==> src/rtl/serial_register_access_master_macros.svh <==
// Assertion macros shared by the serial register access master RTL.
`ifndef SERIAL_REGISTER_ACCESS_MASTER_MACROS_SVH
`define SERIAL_REGISTER_ACCESS_MASTER_MACROS_SVH

// Consequent must hold in the same cycle as the antecedent.
`define SRA_ASSERT_NOW(lbl, ante, cons) \
  lbl: assert property (@(posedge clk) disable iff (!rst_n) (ante) |-> (cons)) \
    else $error("sra assertion failed: same-cycle check");

// Consequent must hold in the cycle after the antecedent.
`define SRA_ASSERT_NEXT(lbl, ante, cons) \
  lbl: assert property (@(posedge clk) disable iff (!rst_n) (ante) |=> (cons)) \
    else $error("sra assertion failed: next-cycle check");

`endif

==> src/rtl/sra_pkg.sv <==
// Package with the phase script table and codes of the serial register access master.
package sra_pkg;

  // Input selector codes.
  localparam logic [1:0] FUNC_TICK  = 2'd0;
  localparam logic [1:0] FUNC_WRITE = 2'd1;
  localparam logic [1:0] FUNC_READ  = 2'd2;

  // Data line action taken when a phase is entered.
  localparam logic [2:0] DAT_KEEP    = 3'd0;
  localparam logic [2:0] DAT_RELEASE = 3'd1;
  localparam logic [2:0] DAT_LOW     = 3'd2;
  localparam logic [2:0] DAT_HIGH    = 3'd3;
  localparam logic [2:0] DAT_MSB     = 3'd4;

  // Shift register load source on phase entry.
  localparam logic [2:0] LD_NONE   = 3'd0;
  localparam logic [2:0] LD_DEV_WR = 3'd1;
  localparam logic [2:0] LD_ADDR   = 3'd2;
  localparam logic [2:0] LD_DATA   = 3'd3;
  localparam logic [2:0] LD_DEV_RD = 3'd4;

  // Action taken when a phase ends.
  localparam logic [2:0] END_NEXT   = 3'd0;
  localparam logic [2:0] END_INBIT  = 3'd2;
  localparam logic [2:0] END_OUTBIT = 3'd3;
  localparam logic [2:0] END_FINISH = 3'd4;

  // Register indexes on the configuration port.
  localparam logic CFG_DEV_ADDR    = 1'b0;
  localparam logic CFG_PHASE_TICKS = 1'b1;

  localparam int unsigned SCRIPT_LEN = 56;
  localparam logic [5:0]  STEP_LAST  = 6'd56;
  localparam logic [5:0]  WRITE_ENTRY = 6'd1;
  localparam logic [5:0]  READ_ENTRY = 6'd23;

  localparam logic [6:0]  DEV_ADDR_RESET    = 7'd110;
  localparam logic [15:0] PHASE_TICKS_RESET = 16'd2000;

  typedef struct packed {
    logic       scl;
    logic [2:0] dat;
    logic [2:0] load;
    logic [2:0] endop;
  } phase_t;

  localparam phase_t SCRIPT [SCRIPT_LEN] = '{
    // Write script.
    '{1'b1, DAT_KEEP, LD_NONE, END_NEXT}, '{1'b1, DAT_HIGH, LD_NONE, END_NEXT},
    '{1'b1, DAT_LOW, LD_NONE, END_NEXT},
    '{1'b0, DAT_KEEP, LD_DEV_WR, END_NEXT}, '{1'b0, DAT_MSB, LD_NONE, END_NEXT},
    '{1'b1, DAT_KEEP, LD_NONE, END_OUTBIT},
    '{1'b0, DAT_KEEP, LD_NONE, END_NEXT}, '{1'b1, DAT_RELEASE, LD_NONE, END_NEXT},
    '{1'b0, DAT_KEEP, LD_ADDR, END_NEXT}, '{1'b0, DAT_MSB, LD_NONE, END_NEXT},
    '{1'b1, DAT_KEEP, LD_NONE, END_OUTBIT},
    '{1'b0, DAT_KEEP, LD_NONE, END_NEXT}, '{1'b1, DAT_RELEASE, LD_NONE, END_NEXT},
    '{1'b0, DAT_KEEP, LD_DATA, END_NEXT}, '{1'b0, DAT_MSB, LD_NONE, END_NEXT},
    '{1'b1, DAT_KEEP, LD_NONE, END_OUTBIT},
    '{1'b0, DAT_KEEP, LD_NONE, END_NEXT}, '{1'b1, DAT_RELEASE, LD_NONE, END_NEXT},
    '{1'b0, DAT_KEEP, LD_NONE, END_NEXT}, '{1'b0, DAT_LOW, LD_NONE, END_NEXT},
    '{1'b1, DAT_KEEP, LD_NONE, END_NEXT}, '{1'b1, DAT_HIGH, LD_NONE, END_FINISH},
    // Read script.
    '{1'b1, DAT_KEEP, LD_NONE, END_NEXT}, '{1'b1, DAT_HIGH, LD_NONE, END_NEXT},
    '{1'b1, DAT_LOW, LD_NONE, END_NEXT},
    '{1'b0, DAT_KEEP, LD_DEV_WR, END_NEXT}, '{1'b0, DAT_MSB, LD_NONE, END_NEXT},
    '{1'b1, DAT_KEEP, LD_NONE, END_OUTBIT},
    '{1'b0, DAT_KEEP, LD_NONE, END_NEXT}, '{1'b1, DAT_RELEASE, LD_NONE, END_NEXT},
    '{1'b0, DAT_KEEP, LD_ADDR, END_NEXT}, '{1'b0, DAT_MSB, LD_NONE, END_NEXT},
    '{1'b1, DAT_KEEP, LD_NONE, END_OUTBIT},
    '{1'b0, DAT_KEEP, LD_NONE, END_NEXT}, '{1'b1, DAT_RELEASE, LD_NONE, END_NEXT},
    '{1'b0, DAT_KEEP, LD_NONE, END_NEXT}, '{1'b0, DAT_LOW, LD_NONE, END_NEXT},
    '{1'b1, DAT_KEEP, LD_NONE, END_NEXT}, '{1'b1, DAT_HIGH, LD_NONE, END_NEXT},
    '{1'b1, DAT_KEEP, LD_NONE, END_NEXT}, '{1'b1, DAT_HIGH, LD_NONE, END_NEXT},
    '{1'b1, DAT_LOW, LD_NONE, END_NEXT},
    '{1'b0, DAT_KEEP, LD_DEV_RD, END_NEXT}, '{1'b0, DAT_MSB, LD_NONE, END_NEXT},
    '{1'b1, DAT_KEEP, LD_NONE, END_OUTBIT},
    '{1'b0, DAT_KEEP, LD_NONE, END_NEXT}, '{1'b1, DAT_RELEASE, LD_NONE, END_NEXT},
    '{1'b0, DAT_KEEP, LD_NONE, END_NEXT}, '{1'b1, DAT_RELEASE, LD_NONE, END_INBIT},
    '{1'b0, DAT_KEEP, LD_NONE, END_NEXT}, '{1'b0, DAT_HIGH, LD_NONE, END_NEXT},
    '{1'b1, DAT_KEEP, LD_NONE, END_NEXT},
    '{1'b0, DAT_KEEP, LD_NONE, END_NEXT}, '{1'b0, DAT_LOW, LD_NONE, END_NEXT},
    '{1'b1, DAT_KEEP, LD_NONE, END_NEXT}, '{1'b1, DAT_HIGH, LD_NONE, END_FINISH}
  };

endpackage

==> src/rtl/serial_register_access_master.sv <==
// Top level of the serial register access master: phase sequencer and stream ports.

// This block runs register write and read transactions on a two-wire (I2C or SCCB
// style) bus. Each input beat is either a time tick or a start command; a start
// command that arrives while idle latches the register address (and the data byte
// for a write) and enters the first line phase, and every phase_ticks ticks the
// sequencer steps to the next phase of a fixed script. Commands that arrive while a
// transaction runs are dropped and do not count as ticks. Every accepted input beat
// yields exactly one result beat carrying the driven clock level, the data line
// drive enable and level, busy, a done pulse on the tick the final stop phase ends,
// and the byte from the last completed read. Acknowledge bits are neither sampled
// nor checked. The block takes one beat per clock cycle: the sequencer update is a
// single pass of logic from the state registers to the result register, and one
// output register decouples the two sides, so in_tready is only low while a
// finished result waits in that register and out_tready is low. The result beat of
// an accepted input beat appears in the cycle after it. Configuration writes are
// expected only while the block is idle.

`include "serial_register_access_master_macros.svh"

module serial_register_access_master
  import sra_pkg::*;
(
  input  logic        clk,
  input  logic        rst_n,
  // Input stream.
  input  logic        in_tvalid,
  output logic        in_tready,
  input  logic [23:0] in_tdata,   // reg_addr[7:0], write_data[15:8], sda_in[16], zero pad
  input  logic [1:0]  in_tuser,   // func[1:0]
  // Result stream.
  output logic        out_tvalid,
  input  logic        out_tready,
  // scl[0], sda_drive[1], sda_level[2], busy_res[3], done_res[4], read_data[12:5], pad
  output logic [15:0] out_tdata,
  // Configuration write port.
  input  logic        cfg_we,
  input  logic        cfg_index,
  input  logic [15:0] cfg_wdata
);

  // Configuration registers.
  logic [6:0]  dev_addr_r;
  logic [15:0] phase_ticks_r;

  // Sequencer state.
  logic [5:0]  step_r,  step_nxt;
  logic [15:0] tick_r,  tick_nxt;
  logic [2:0]  bit_r,   bit_nxt;
  logic [7:0]  shift_r, shift_nxt;
  logic [7:0]  rdbyte_r, rdbyte_nxt;
  logic [7:0]  addr_r,  addr_nxt;
  logic [7:0]  data_r,  data_nxt;
  logic        scl_r,   scl_nxt;
  logic        drv_r,   drv_nxt;
  logic        lvl_r,   lvl_nxt;
  logic        done_nxt;

  // Output register.
  logic        out_valid_r, out_valid_nxt;
  logic [15:0] out_data_r,  out_data_nxt;

  logic [1:0]  func;
  logic [7:0]  in_reg_addr;
  logic [7:0]  in_write_data;
  logic        in_sda;
  logic        in_accept;
  logic        busy;
  logic [15:0] limit;
  logic        phase_end;
  phase_t      cur_ph;
  phase_t      new_ph;
  logic        enter;
  logic [5:0]  next_step;

  assign func          = in_tuser;
  assign in_reg_addr   = in_tdata[7:0];
  assign in_write_data = in_tdata[15:8];
  assign in_sda        = in_tdata[16];

  // A result waiting in the output register only blocks input while it is stalled.
  assign in_tready = !out_valid_r || out_tready;
  assign in_accept = in_tvalid && in_tready;

  assign busy      = (step_r != 6'd0);
  // A phase length of zero behaves like one.
  assign limit     = (phase_ticks_r == 16'd0) ? 16'd1 : phase_ticks_r;
  assign phase_end = ({1'b0, tick_r} + 17'd1) >= {1'b0, limit};
  assign cur_ph    = SCRIPT[step_r - 6'd1];

  always_comb begin
    step_nxt   = step_r;
    tick_nxt   = tick_r;
    bit_nxt    = bit_r;
    shift_nxt  = shift_r;
    rdbyte_nxt = rdbyte_r;
    addr_nxt   = addr_r;
    data_nxt   = data_r;
    scl_nxt    = scl_r;
    drv_nxt    = drv_r;
    lvl_nxt    = lvl_r;
    done_nxt   = 1'b0;
    enter      = 1'b0;
    next_step  = step_r + 6'd1;
    new_ph     = '0;

    if (!busy && (func == FUNC_WRITE || func == FUNC_READ)) begin
      addr_nxt = in_reg_addr;
      if (func == FUNC_WRITE) begin
        data_nxt = in_write_data;
      end
      bit_nxt  = 3'd0;
      tick_nxt = 16'd0;
      step_nxt = (func == FUNC_WRITE) ? WRITE_ENTRY : READ_ENTRY;
      enter    = 1'b1;
    end else if (busy && func == FUNC_TICK) begin
      if (phase_end) begin
        tick_nxt = 16'd0;
        if (cur_ph.endop == END_OUTBIT) begin
          shift_nxt = {shift_r[6:0], 1'b0};
          bit_nxt   = bit_r + 3'd1;
          if (bit_nxt != 3'd0) begin
            next_step = step_r - 6'd2;
          end
        end else if (cur_ph.endop == END_INBIT) begin
          shift_nxt = {shift_r[6:0], in_sda};
          bit_nxt   = bit_r + 3'd1;
          if (bit_nxt != 3'd0) begin
            next_step = step_r - 6'd1;
          end else begin
            rdbyte_nxt = shift_nxt;
          end
        end
        if (cur_ph.endop == END_FINISH || next_step > STEP_LAST || next_step == 6'd0) begin
          step_nxt = 6'd0;
          done_nxt = 1'b1;
        end else begin
          step_nxt = next_step;
          enter    = 1'b1;
        end
      end else begin
        tick_nxt = tick_r + 16'd1;
      end
    end

    // Phase entry: optional byte load at the start of a byte, then set the lines.
    if (enter) begin
      new_ph = SCRIPT[step_nxt - 6'd1];
      if (bit_nxt == 3'd0) begin
        unique case (new_ph.load)
          LD_NONE:   shift_nxt = shift_nxt;
          LD_DEV_WR: shift_nxt = {dev_addr_r, 1'b0};
          LD_ADDR:   shift_nxt = addr_nxt;
          LD_DATA:   shift_nxt = data_nxt;
          LD_DEV_RD: shift_nxt = {dev_addr_r, 1'b1};
          default:   shift_nxt = shift_nxt;
        endcase
      end
      scl_nxt = new_ph.scl;
      unique case (new_ph.dat)
        DAT_KEEP:    ;
        DAT_RELEASE: drv_nxt = 1'b0;
        DAT_LOW: begin
          drv_nxt = 1'b1;
          lvl_nxt = 1'b0;
        end
        DAT_HIGH: begin
          drv_nxt = 1'b1;
          lvl_nxt = 1'b1;
        end
        DAT_MSB: begin
          drv_nxt = 1'b1;
          lvl_nxt = shift_nxt[7];
        end
        default: ;
      endcase
    end
  end

  always_comb begin
    out_data_nxt = {3'd0, rdbyte_nxt, done_nxt, (step_nxt != 6'd0), lvl_nxt, drv_nxt,
                    scl_nxt};
    if (in_accept) begin
      out_valid_nxt = 1'b1;
    end else if (out_tready) begin
      out_valid_nxt = 1'b0;
    end else begin
      out_valid_nxt = out_valid_r;
    end
  end

  // Configuration registers.
  always_ff @(posedge clk) begin
    if (!rst_n) begin
      dev_addr_r    <= DEV_ADDR_RESET;
      phase_ticks_r <= PHASE_TICKS_RESET;
    end else if (cfg_we) begin
      if (cfg_index == CFG_DEV_ADDR) begin
        dev_addr_r <= cfg_wdata[6:0];
      end else begin
        phase_ticks_r <= cfg_wdata;
      end
    end
  end

  // Sequencer state advances only on accepted beats.
  always_ff @(posedge clk) begin
    if (!rst_n) begin
      step_r   <= 6'd0;
      tick_r   <= 16'd0;
      bit_r    <= 3'd0;
      shift_r  <= 8'd0;
      rdbyte_r <= 8'd0;
      addr_r   <= 8'd0;
      data_r   <= 8'd0;
      scl_r    <= 1'b1;
      drv_r    <= 1'b0;
      lvl_r    <= 1'b1;
    end else if (in_accept) begin
      step_r   <= step_nxt;
      tick_r   <= tick_nxt;
      bit_r    <= bit_nxt;
      shift_r  <= shift_nxt;
      rdbyte_r <= rdbyte_nxt;
      addr_r   <= addr_nxt;
      data_r   <= data_nxt;
      scl_r    <= scl_nxt;
      drv_r    <= drv_nxt;
      lvl_r    <= lvl_nxt;
    end
  end

  always_ff @(posedge clk) begin
    if (!rst_n) begin
      out_valid_r <= 1'b0;
    end else begin
      out_valid_r <= out_valid_nxt;
    end
  end

  always_ff @(posedge clk) begin
    if (in_accept) begin
      out_data_r <= out_data_nxt;
    end
  end

  assign out_tvalid = out_valid_r;
  assign out_tdata  = out_data_r;

  // The sequencer never runs past the last phase of the script.
  `SRA_ASSERT_NOW(a_step_range, 1'b1, step_r <= STEP_LAST)
  // A done pulse always reports the bus as no longer busy.
  `SRA_ASSERT_NOW(a_done_not_busy, out_valid_r && out_data_r[4], !out_data_r[3])
  // Every accepted beat produces a result beat in the following cycle.
  `SRA_ASSERT_NEXT(a_accept_result, in_accept, out_valid_r)
  // A done pulse is only produced from a running transaction.
  `SRA_ASSERT_NEXT(a_done_from_busy, in_accept && !busy, !out_data_r[4])

endmodule
==> config.mk <==
export PLATFORM = sky130hd
export DESIGN_NAME = serial_register_access_master
export DESIGN_NICKNAME = d
export VERILOG_FILES = /design/src/rtl/sra_pkg.sv /design/src/rtl/serial_register_access_master.sv
export VERILOG_INCLUDE_DIRS = /design/src /design/src/rtl
export SDC_FILE = /design/constraint.sdc
export NUM_CORES = 1
export LEC_CHECK = 0
export BUFFER_PORTS_ARGS = -buffer_cell sky130_fd_sc_hd__buf_2
export CORE_MARGIN = 2
export CORE_UTILIZATION = 45
export CTS_CLUSTER_DIAMETER = 100
export DETAILED_ROUTE_END_ITERATION = 6
export MAX_ROUTING_LAYER = met4
export PLACE_DENSITY = 0.61
export RECOVER_POWER = 25
export SLEW_MARGIN = 20
export SYNTH_ARGS = -nofsm -noshare
export SYNTH_HDL_FRONTEND = slang
export SYNTH_SLANG_ARGS = --single-unit
==> constraint.sdc <==
create_clock -name clk -period 7 [get_ports clk]
set_input_delay 1.4 -clock clk [delete_from_list [all_inputs] [get_ports clk]]
set_output_delay 1.4 -clock clk [all_outputs]
set_load 0.01 [all_outputs]
# Word level (Yosys, flattened, before mapping)
# Memory sizes are Yosys's and may differ from the RTL's.
# Cells that the tools add are included.
[totals]
ff_bits = 97
rom_bits = 1280
input_bits = 48
out_inout_bits = 18
elab_cells = 123
memories = 2
[classes]
addsub = 7
magnitude_cmp = 4
eq_ne = 13
muxes = 54
bitwise = 5
n_reduce_logical = 23
[memory_table]
columns = ["memory", "words", "width", "read_ports", "rd_clocked_by_memory_dff", "write_ports", "line", "rtl"]
rows = [
  ["(no name shown)", 64, 10, 1, 0, 0, "serial_register_access_master.sv:148", "new_ph = SCRIPT[step_nxt - 6'd1];"],
  ["(no name shown)", 64, 10, 1, 0, 0, "serial_register_access_master.sv:89", "assign cur_ph = SCRIPT[step_r - 6'd1];"],
]
[ops]
columns = ["op", "n"]
rows = [
  ["8-bit 2-to-1 mux", 16],
  ["6-bit 2-to-1 mux", 11],
  ["16-bit 2-to-1 mux", 4],
  ["8-bit case mux with 4 select lines", 1],
  ["3-bit 2-to-1 mux", 7],
  ["10-bit 2-to-1 mux", 2],
  ["3-bit by 2-bit == test with 1-bit output, second input constant", 6],
  ["16-bit by 1-bit adder with 17-bit output, second input constant", 1],
  ["17-bit by 16-bit >= comparator with 1-bit output", 1],
  ["16-bit by 1-bit adder with 16-bit output, second input constant", 1],
  ["16-bit logical NOT", 1],
  ["7-bit >= comparator, second input constant", 2],
  ["6-bit NOT with 7-bit output", 2],
  ["6-bit nonzero test", 2],
  ["6-bit by 1-bit subtractor with 6-bit output, second input constant", 2],
  ["1-bit 2-to-1 mux", 10],
  ["3-bit == test, second input constant", 3],
  ["6-bit by 1-bit adder with 6-bit output, second input constant", 1],
  ["3-bit by 1-bit == test with 1-bit output, second input constant", 2],
  ["6-bit greater-than comparator, second input constant", 1],
  ["6-bit logical NOT", 1],
  ["2-bit AND reduction", 3],
  ["3-bit OR reduction", 2],
  ["6-bit by 2-bit subtractor with 6-bit output, second input constant", 1],
  ["other kinds (14)", 23],
]

# Logic depth before layout (Yosys ltp)
# Gate-level depths: netlist of run 1.
[depth]
depth_word = 28
mapped_depth = 29
depth_no_buf = 26

# Least setup slack after synthesis of run 1
# Ideal clock, no wire load.
[synth_path]
path_kind = "reg-to-reg"
start = "reg tick_r[0]"
end = "reg lvl_r"
setup_ps = 122
arrival_time_ps = 5982
t_required_ps = 6878
path_slack_ps = 896
stages_incl_launch_ff = 27
synth_period_minus_slack_ps = 6104
cell_sequence = "dfxtp_1 -> ha_1 -> nand4_1 -> nor3_1 -> nand3_1 -> xnor2_1 -> ha_1 -> a21oi_1 -> nand3_1 -> o31ai_1 -> and2_1 -> buf_1 -> a221o_1 -> clkbuf_1 -> inv_1 -> ha_1 -> clkbuf_1 -> o21ai_0 -> a21o_1 -> a221oi_1 -> mux2i_1 -> nor2b_1 -> buf_2 -> a21oi_1 -> o31a_1 -> a2111o_1 -> a221o_1"
[synth_between]
elab_chain_cells = 15
elab_cells_between_ends = 31
cone_classes = "add/sub (2); order compare (1); eq/ne (7); mux (18); bitwise (1); reduce/logical (1); memory (1)"
[synth_lines]
columns = ["item", "line", "rtl"]
rows = [
  ["start: declaration", "serial_register_access_master.sv:48", "logic [15:0] tick_r, tick_nxt;"],
  ["start signal: assignment", "serial_register_access_master.sv:221", "tick_r <= tick_nxt;"],
  ["16-bit by 1-bit adder with 17-bit output (*)", "serial_register_access_master.sv:88", "assign phase_end = ({1'b0, tick_r} + 17'd1) >= {1'b0, limit};"],
  ["17-bit by 16-bit >= comparator with 1-bit output (*)", "serial_register_access_master.sv:88", ""],
  ["6-bit 2-to-1 mux (*)", "serial_register_access_master.sv:117", "if (phase_end) begin"],
  ["6-bit 2-to-1 mux (*)", "serial_register_access_master.sv:116", "end else if (busy && func == FUNC_TICK) begin"],
  ["6-bit 2-to-1 mux (*)", "serial_register_access_master.sv:107", "if (!busy && (func == FUNC_WRITE || func == FUNC_READ)) begin"],
  ["net step_nxt[0]", "serial_register_access_master.sv:47", "logic [5:0] step_r, step_nxt;"],
  ["6-bit by 1-bit subtractor with 6-bit output (*)", "serial_register_access_master.sv:148", ""],
  ["6-bit NOT with 7-bit output (implied by the code) (*)", "serial_register_access_master.sv:148", ""],
  ["memory 64 x 10 bit (*)", "-", ""],
  ["10-bit 2-to-1 mux (implied by the code) (*) (2 in a row)", "serial_register_access_master.sv:148", ""],
  ["3-bit == test, or another cell as far along", "serial_register_access_master.sv:150", "unique case (new_ph.load)"],
  ["8-bit case mux with 4 select lines", "serial_register_access_master.sv:150", ""],
  ["8-bit 2-to-1 mux", "serial_register_access_master.sv:149", "if (bit_nxt == 3'd0) begin"],
  ["1-bit case mux with 3 select lines (*)", "serial_register_access_master.sv:160", "unique case (new_ph.dat)"],
  ["1-bit 2-to-1 mux (*)", "serial_register_access_master.sv:147", "if (enter) begin"],
  ["end signal: assignment", "serial_register_access_master.sv:229", "lvl_r <= lvl_nxt;"],
  ["end: declaration", "serial_register_access_master.sv:56", "logic lvl_r, lvl_nxt;"],
]
# The timed path passes the listed nets; every way through them passes the cells marked *. The select of a mux whose other input is x is not followed.
# A chain may end at the register's enable or synchronous reset.

# Worst setup path in the final report of run 1
[layout_path]
start = "reg tick_r[2]"
end = "reg lvl_r"
# The elaborated chain is that of the path after synthesis.

==> results of run 1 <==
[worst max path at each step]
stage	startpoint	to	slack, ps	depth (start not counted)
floorplan	tick_r[0]$_SDFFE_PN0P_	lvl_r$_SDFFE_PN1P_	900	26
global placement	tick_r[0]$_SDFFE_PN0P_	lvl_r$_SDFFE_PN1P_	640	28
detailed placement	tick_r[2]$_SDFFE_PN0P_	lvl_r$_SDFFE_PN1P_	590	28
CTS	tick_r[2]$_SDFFE_PN0P_	lvl_r$_SDFFE_PN1P_	570	28
global route	tick_r[2]$_SDFFE_PN0P_	lvl_r$_SDFFE_PN1P_	40	28
finish	tick_r[2]$_SDFFE_PN0P_	lvl_r$_SDFFE_PN1P_	550	28
[per-layer routing]
layer	part of all wire	GRT usage	vias up
met5	0	-	-
met4	0.023	0.0782	0
met3	0.035	0.0313	24
met2	0.47	0.386	148
met1	0.47	0.320	3040
li1	-	-	3328
[per-stage QoR]
stage / instance area (um2) / total power [W] / utilization
floorplan: 6940 / 0.00110 / -
CTS: 7860 / 0.00182 / 0.519
finish: 7840 / 0.00181 / 0.518
detailed placement: 7560 / 0.00131 / 0.499
global route: 7840 / 0.00192 / 0.518
global placement: 7560 / 0.00131 / 0.499
[flip-flops by register name, indices dropped and copies added (netlist names)]
signal	flops
addr_r	8
bit_r	3
data_r	8
dev_addr_r	7
drv_r	1
lvl_r	1
out_tdata	13
out_tvalid	1
phase_ticks_r	16
rdbyte_r	8
scl_r	1
shift_r	8
step_r	6
tick_r	16
[where the power goes]
part	leakage [nW]	internal (W)	switching, W
Sequential	0.810	0.000596	0.0000263
Clock	0.145	0.000280	0.000221
Combinational	2.21	0.000281	0.000406
[logic make-up (layout without fill, tap and decap cells)]
kind of cell,count (synthesis),after routing
AND/OR/NAND/NOR,352,352
AO/OA/AOI/OAI,239,239
flip-flops,97,97
buffers and inverters,96,160
adder cells (fa/ha/maj),37,37
multiplexers,31,31
XOR/XNOR,28,28
other,1,3
[layout make-up]
cell class / instances / area (um2)
fill: 1492 / 7300
clock buffer: 11 / 233
sequential: 97 / 2070
multi-input combinational: 690 / 4470
tap: 188 / 235
timing repair buffer: 100 / 606
clock inverter: 5 / 62.6
inverter: 44 / 165
[critical path, delay by kind of cell, from the launching register on]
family / cells / cell delay (ps)
DFF: 1 / 430
adders and majority gates: 2 / 630
xor gates and xnor gates: 1 / 100
buffers and inverters: 3 / 370
AOI/OAI and AO/OA: 9 / 2220
and+or+nand+nor: 13 / 2560
[layout by cell type, fill, tap and decap left out, types with 5 or more instances in the layout]
| master | Yosys | layout |
|---|---|---|
| nand2_1 | 125 | 125 |
| dfxtp_1 | 84 | 84 |
| nor2_1 | 79 | 79 |
| a21oi_1 | 75 | 75 |
| buf_4 | 4 | 43 |
| inv_1 | 43 | 42 |
| buf_2 | 7 | 42 |
| nand3_1 | 38 | 38 |
| ha_1 | 37 | 37 |
| nor3_1 | 26 | 26 |
| o21ai_0 | 23 | 23 |
| mux2i_1 | 16 | 16 |
| clkbuf_1 | 36 | 16 |
| a211oi_1 | 15 | 15 |
| mux2_2 | 15 | 15 |
| and2_1 | 14 | 14 |
| xnor2_1 | 14 | 14 |
| and3_1 | 13 | 13 |
| edfxtp_1 | 13 | 13 |
| nand4_1 | 12 | 12 |
| o211ai_1 | 11 | 11 |
| o22ai_1 | 11 | 11 |
| a31oi_1 | 10 | 10 |
| xor2_1 | 10 | 10 |
| nor4_1 | 9 | 9 |
| a22oi_1 | 9 | 9 |
| clkbuf_16 | 0 | 9 |
| nand2b_1 | 8 | 8 |
| a21o_1 | 8 | 8 |
| o21a_1 | 6 | 6 |
| o221ai_1 | 5 | 5 |
==> flow_summary.ini, run 1 <==
[route]
num_vias = 6540
viasPerCell = 5.76
ant_nets = 0
initialDrtViolationCount = 485
drc = 0
wl_per_cell_um = 16.6
routed_wl_mm = 18.8
first_pass_iters = 5

[sta]
rsz0062_at_grt = no
relSlewSlack = -1.06
hold_violations = 0
setup_tns_ps = 0
drv_slew = 67
holdWs_ps = 452
worst_pin_slew_ps = 3090
post-route-worst-setup-slack_ps = 553
finalCritPeriodShare = 0.921
fmax_mhz = 155
skew_ps = 6.73
setup_viol_count_final = 0
period_needed_ps = 6450

[clocking]
clock-sinks = 97
cts_setup_buffers = 0
clk_pin_slew_ps = 70
cts_tree = yes
cts-hold-fix-buffers = 0
cts_resized = 0
cts-root-buf = clkbuf_16
cts_buffer_depth = 2
clk_latency_ps = 350
cts-htree-levels = 3
cts_buffers = 9

[worst_setup_path]
crit_slowest_cell = dfxtp_1
crit_path_start_kind = register
r2r_cells = 28
cpMostUsedCell = nand3_1
cp.arrival_ps = 6670
reg2reg_to = lvl_r$_SDFFE_PN1P_
critPathMaxFanout = 7
reg2reg_from = tick_r[2]$_SDFFE_PN0P_
worst_path_largest_cell_delay_ps = 430
required_ps = 7230
rrSetupSlack_ps = 550
critPathKind = register to register
crit_path_end_kind = register

[logic_synthesis]
synth_area_leaders = dfxtp_1 (24%), nand2_1 (6.8%), ha_1 (6.7%)
yosysMostFrequentCell = nand2_1
ys_seq_area_frac = 0.299
ys_ff_latch = 97
synth_area_um2 = 6930
yosysWarningCount = 0
synth-edff-count = 13
synth.area.mux_share = 0.0475
synth_top_area_share = 0.243
synth_simple_gate_area_frac = 0.241
synth_compound_area_frac = 0.243
synthCells = 881
ys.flop_type = dfxtp_1
syn_avg_cell_area_um2 = 7.86
synth_async_sr_flop_share = 0
synth_top_family_by_area = compound AO/OA/AOI/OAI gates
synth_cell_types = 90
synth_xor_area_frac = 0.0439
yosys.area.top_type = dfxtp_1
synth_common_cells = nand2_1 (125), dfxtp_1 (84), nor2_1 (79)
synthAdderAreaFrac = 0.0668

[final_layout]
design.final.nets = 1027
areaGrowthSynthToFinish_pct = 13.2
drive_gt1_frac = 0.150
num_antenna_cells = 0
layout.cells.non_filler = 1135

[min_path]
hp-class = register to register
min_from = addr_r[5]$_SDFFE_PN0P_
hold_end = addr_r[5]$_SDFFE_PN0P_
min_path_cells = 2

[grt]
grt_max_degree = 67
grt_pass1_wl_mm = 31.2
overflow = 0
grtUsageTotal = 0.242
grt_pass1_vias = 6086
grt_antenna_before_repair = 0

[placement]
dp_hpwl_mm = 14.0
dp_cells = 1119
portBuffers = 55
place_congestion = 0.922
post-place-ws_ps = 595

[outcome]
violations = capacitance limit, slew limit
outcome = complete, but fails checks

[power_and_ir_drop]
vdd_drop_max_v = 0.000124
p_leak_nw = 3.16
power_density_nw_per_um2 = 231

[floorplanning]
die_w_um = 128
die_h_um = 128
start_util = 0.457
dieArea_um2 = 16400
num_rows = 45
pin_count = 66
core_area_um2 = 15100

[flow_run]
maxCapViolCount = 1
Power figures use the tool's default switching activity.
==> run 2, diff against run 1 <==
--- a/config.mk
+++ b/config.mk
@@ -8,11 +8,11 @@
 export LEC_CHECK = 0
 export BUFFER_PORTS_ARGS = -buffer_cell sky130_fd_sc_hd__buf_2
 export CORE_MARGIN = 2
-export CORE_UTILIZATION = 45
+export CORE_UTILIZATION = 32
 export CTS_CLUSTER_DIAMETER = 100
 export DETAILED_ROUTE_END_ITERATION = 6
 export MAX_ROUTING_LAYER = met4
-export PLACE_DENSITY = 0.61
+export PLACE_DENSITY = 0.46
 export RECOVER_POWER = 25
 export SLEW_MARGIN = 20
 export SYNTH_ARGS = -nofsm -noshare
==> run 2 against run 1 <==
  * The flow now finishes without violations
  * Wire length up 11%
  * Setup slack worse by 82 ps
  * Register-to-register slack worse by 80 ps
  * Largest power group unchanged
==> flow_summary.ini, run 2 (synthesis results as in run 1) <==
[power_and_ir_drop]
p_clk_frac = 0.273
power_density_nw_per_um2 = 226
power_switching_w = 0.000675
p_comb_frac = 0.377
internal_power_w = 0.00110
p_leak_nw = 3.10
vdd_drop_max_v = 0.000103
seqPwrFrac = 0.349
p_sw_frac = 0.381

[route]
met1_length_mm = 9.58
initialDrtViolationCount = 312
wl_met2_mm = 10.1
ant_nets = 0
viasPerCell = 5.43
first_pass_iters = 7
drc = 0
num_vias = 6551
top_layer = met4
wl_per_cell_um = 17.3
routed_wl_mm = 20.8
wl_met3_um = 757

[min_path]
min_from = addr_r[6]$_SDFFE_PN0P_
hp-class = register to register
min_path_cells = 2

[grt]
grt_max_degree = 47
overflow = 0
grt_pass1_wl_mm = 33.3
grt_pass1_vias = 6202
grtUsageTotal = 0.192
grt_antenna_before_repair = 0

[floorplanning]
num_rows = 53
dieArea_um2 = 22800
start_util = 0.327
pin_count = 66
die_h_um = 151
core_area_um2 = 21200
die_w_um = 151

[clocking]
cts_buffer_depth = 2
clk_pin_slew_ps = 70
clock-sinks = 97
clk_latency_ps = 360
cts_tree = yes
cts-root-buf = clkbuf_16
cts_setup_buffers = 0
cts-htree-levels = 3
cts_buffers = 9

[final_layout]
drive_gt1_frac = 0.143
design.final.nets = 1012
num_antenna_cells = 0
layout_commonest_cell = nand2_1
layout.cells.non_filler = 1207
fillers = 2242
areaGrowthSynthToFinish_pct = 12.8
mostFrequentLayoutCells = nand2_1 (125), dfxtp_1 (84), nor2_1 (78)

[sta]
drv_slew = 0
finalCritPeriodShare = 0.933
fmax_mhz = 153
setup_tns_ps = 0
skew_ps = 7.61
rsz0062_at_grt = no
hold_violations = 0
worst_pin_slew_ps = 1130
setup_viol_count_final = 0
relSlewSlack = 0.248
period_needed_ps = 6530

[outcome]
outcome = complete, no violations

[worst_setup_path]
critPathKind = register to register
endpoint = lvl_r$_SDFFE_PN1P_
critPathMaxFanout = 7
r2r_cells = 26
crit_start = tick_r[2]$_SDFFE_PN0P_
crit_path_start_kind = register
reg2reg_from = tick_r[2]$_SDFFE_PN0P_
rrSetupSlack_ps = 470
reg2reg_to = lvl_r$_SDFFE_PN1P_
cp.arrival_ps = 6780
required_ps = 7250
crit_path_end_kind = register

[placement]
dp_cells = 1191
place_congestion = 0.884
dp_hpwl_mm = 15.5
portBuffers = 55

[flow_run]
maxCapViolCount = 0
[run 2: cell types whose count changed in the layout (fill, tap and decap cells not counted), sizes merged]
| cell | change |
|---|---|
| inv | +2 |
| clkbuf | -5 |
| buf | -11 |
| bufinv | -1 |
| clkinvlp | +1 |
| clkinv | -1 |
[run 2: worst min-delay path by stage]
stage                        endpoint  slack (ps)
2_1_floorplan  addr_r[0]$_SDFFE_PN0P_         430
3_3_place_gp   addr_r[0]$_SDFFE_PN0P_         440
4_1_cts        addr_r[6]$_SDFFE_PN0P_         450
5_1_grt        addr_r[0]$_SDFFE_PN0P_         470
3_5_place_dp   addr_r[6]$_SDFFE_PN0P_         440
6_report       addr_r[6]$_SDFFE_PN0P_         450
[run 2: per-stage QoR]
step | instance area [um2] | hold slack [ps] | util | setup WS [ps] | power, W
after detailed placement | 7550 | 443 | 0.357 | 454 | 0.00129
after floorplan | 6940 | 432 | - | 896 | 0.00110
after CTS | 7830 | 454 | 0.370 | 417 | 0.00178
after global placement | 7550 | 441 | 0.357 | 468 | 0.00130
final | 7820 | 451 | 0.369 | 471 | 0.00177
after global routing | 7820 | 474 | 0.369 | 25.2 | 0.00188
[run 2: layout make-up]
cell class | count | area, um2 | share of cell area
Timing Repair Buffer | 85 | 485 | 0.0621
Tap cell | 275 | 344 | 0.0440
Multi-Input combinational cell | 690 | 4470 | 0.572
Clock inverter | 6 | 50.0 | 0.00640
Sequential cell | 97 | 2070 | 0.265
Clock buffer | 10 | 229 | 0.0293
Inverter | 44 | 165 | 0.0211
[run 2: timing repair]
item,CTS,global route
resized for setup,0,1
hold buffers,0,0
setup endpoints to repair,0,3
[run 2: power groups by stage]
stage	Sequential, W	Combinational (W)	Clock (W)
after floorplan	0.000625	0.000478	0
after CTS	0.000618	0.000665	0.000498
after global placement	0.000631	0.000666	0
final	0.000618	0.000668	0.000484
after global routing	0.000622	0.000736	0.000521
after detailed placement	0.000631	0.000661	0
[run 2: per-layer routing]
| layer | GRT usage | vias up |
|---|---|---|
| met4 | 0.0570 | 0 |
| met2 | 0.318 | 149 |
| met1 | 0.245 | 3076 |
| li1 | - | 3294 |
| met3 | 0.0265 | 32 |
| met5 | - | - |
[run 2: critical path: stages, from the launching register on]
cell	delay, ps
dfxtp_1	420
and3_1	280
nand3_1	220
nor2_1	340
nand3_1	220
nor2_1	160
xor2_1	260
ha_1	230
nand4_1	100
nor4_1	190
a21oi_1	140
nand2b_1	260
and2_1	260
nand3_1	90
o21ai_0	80
a21oi_1	370
inv_1	120
ha_1	310
nand2_1	120
nor4_1	60
a311oi_1	450
a31oi_1	200
or2_1	290
o221a_1	240
o31a_1	270
a2111o_1	390
a221o_1	350
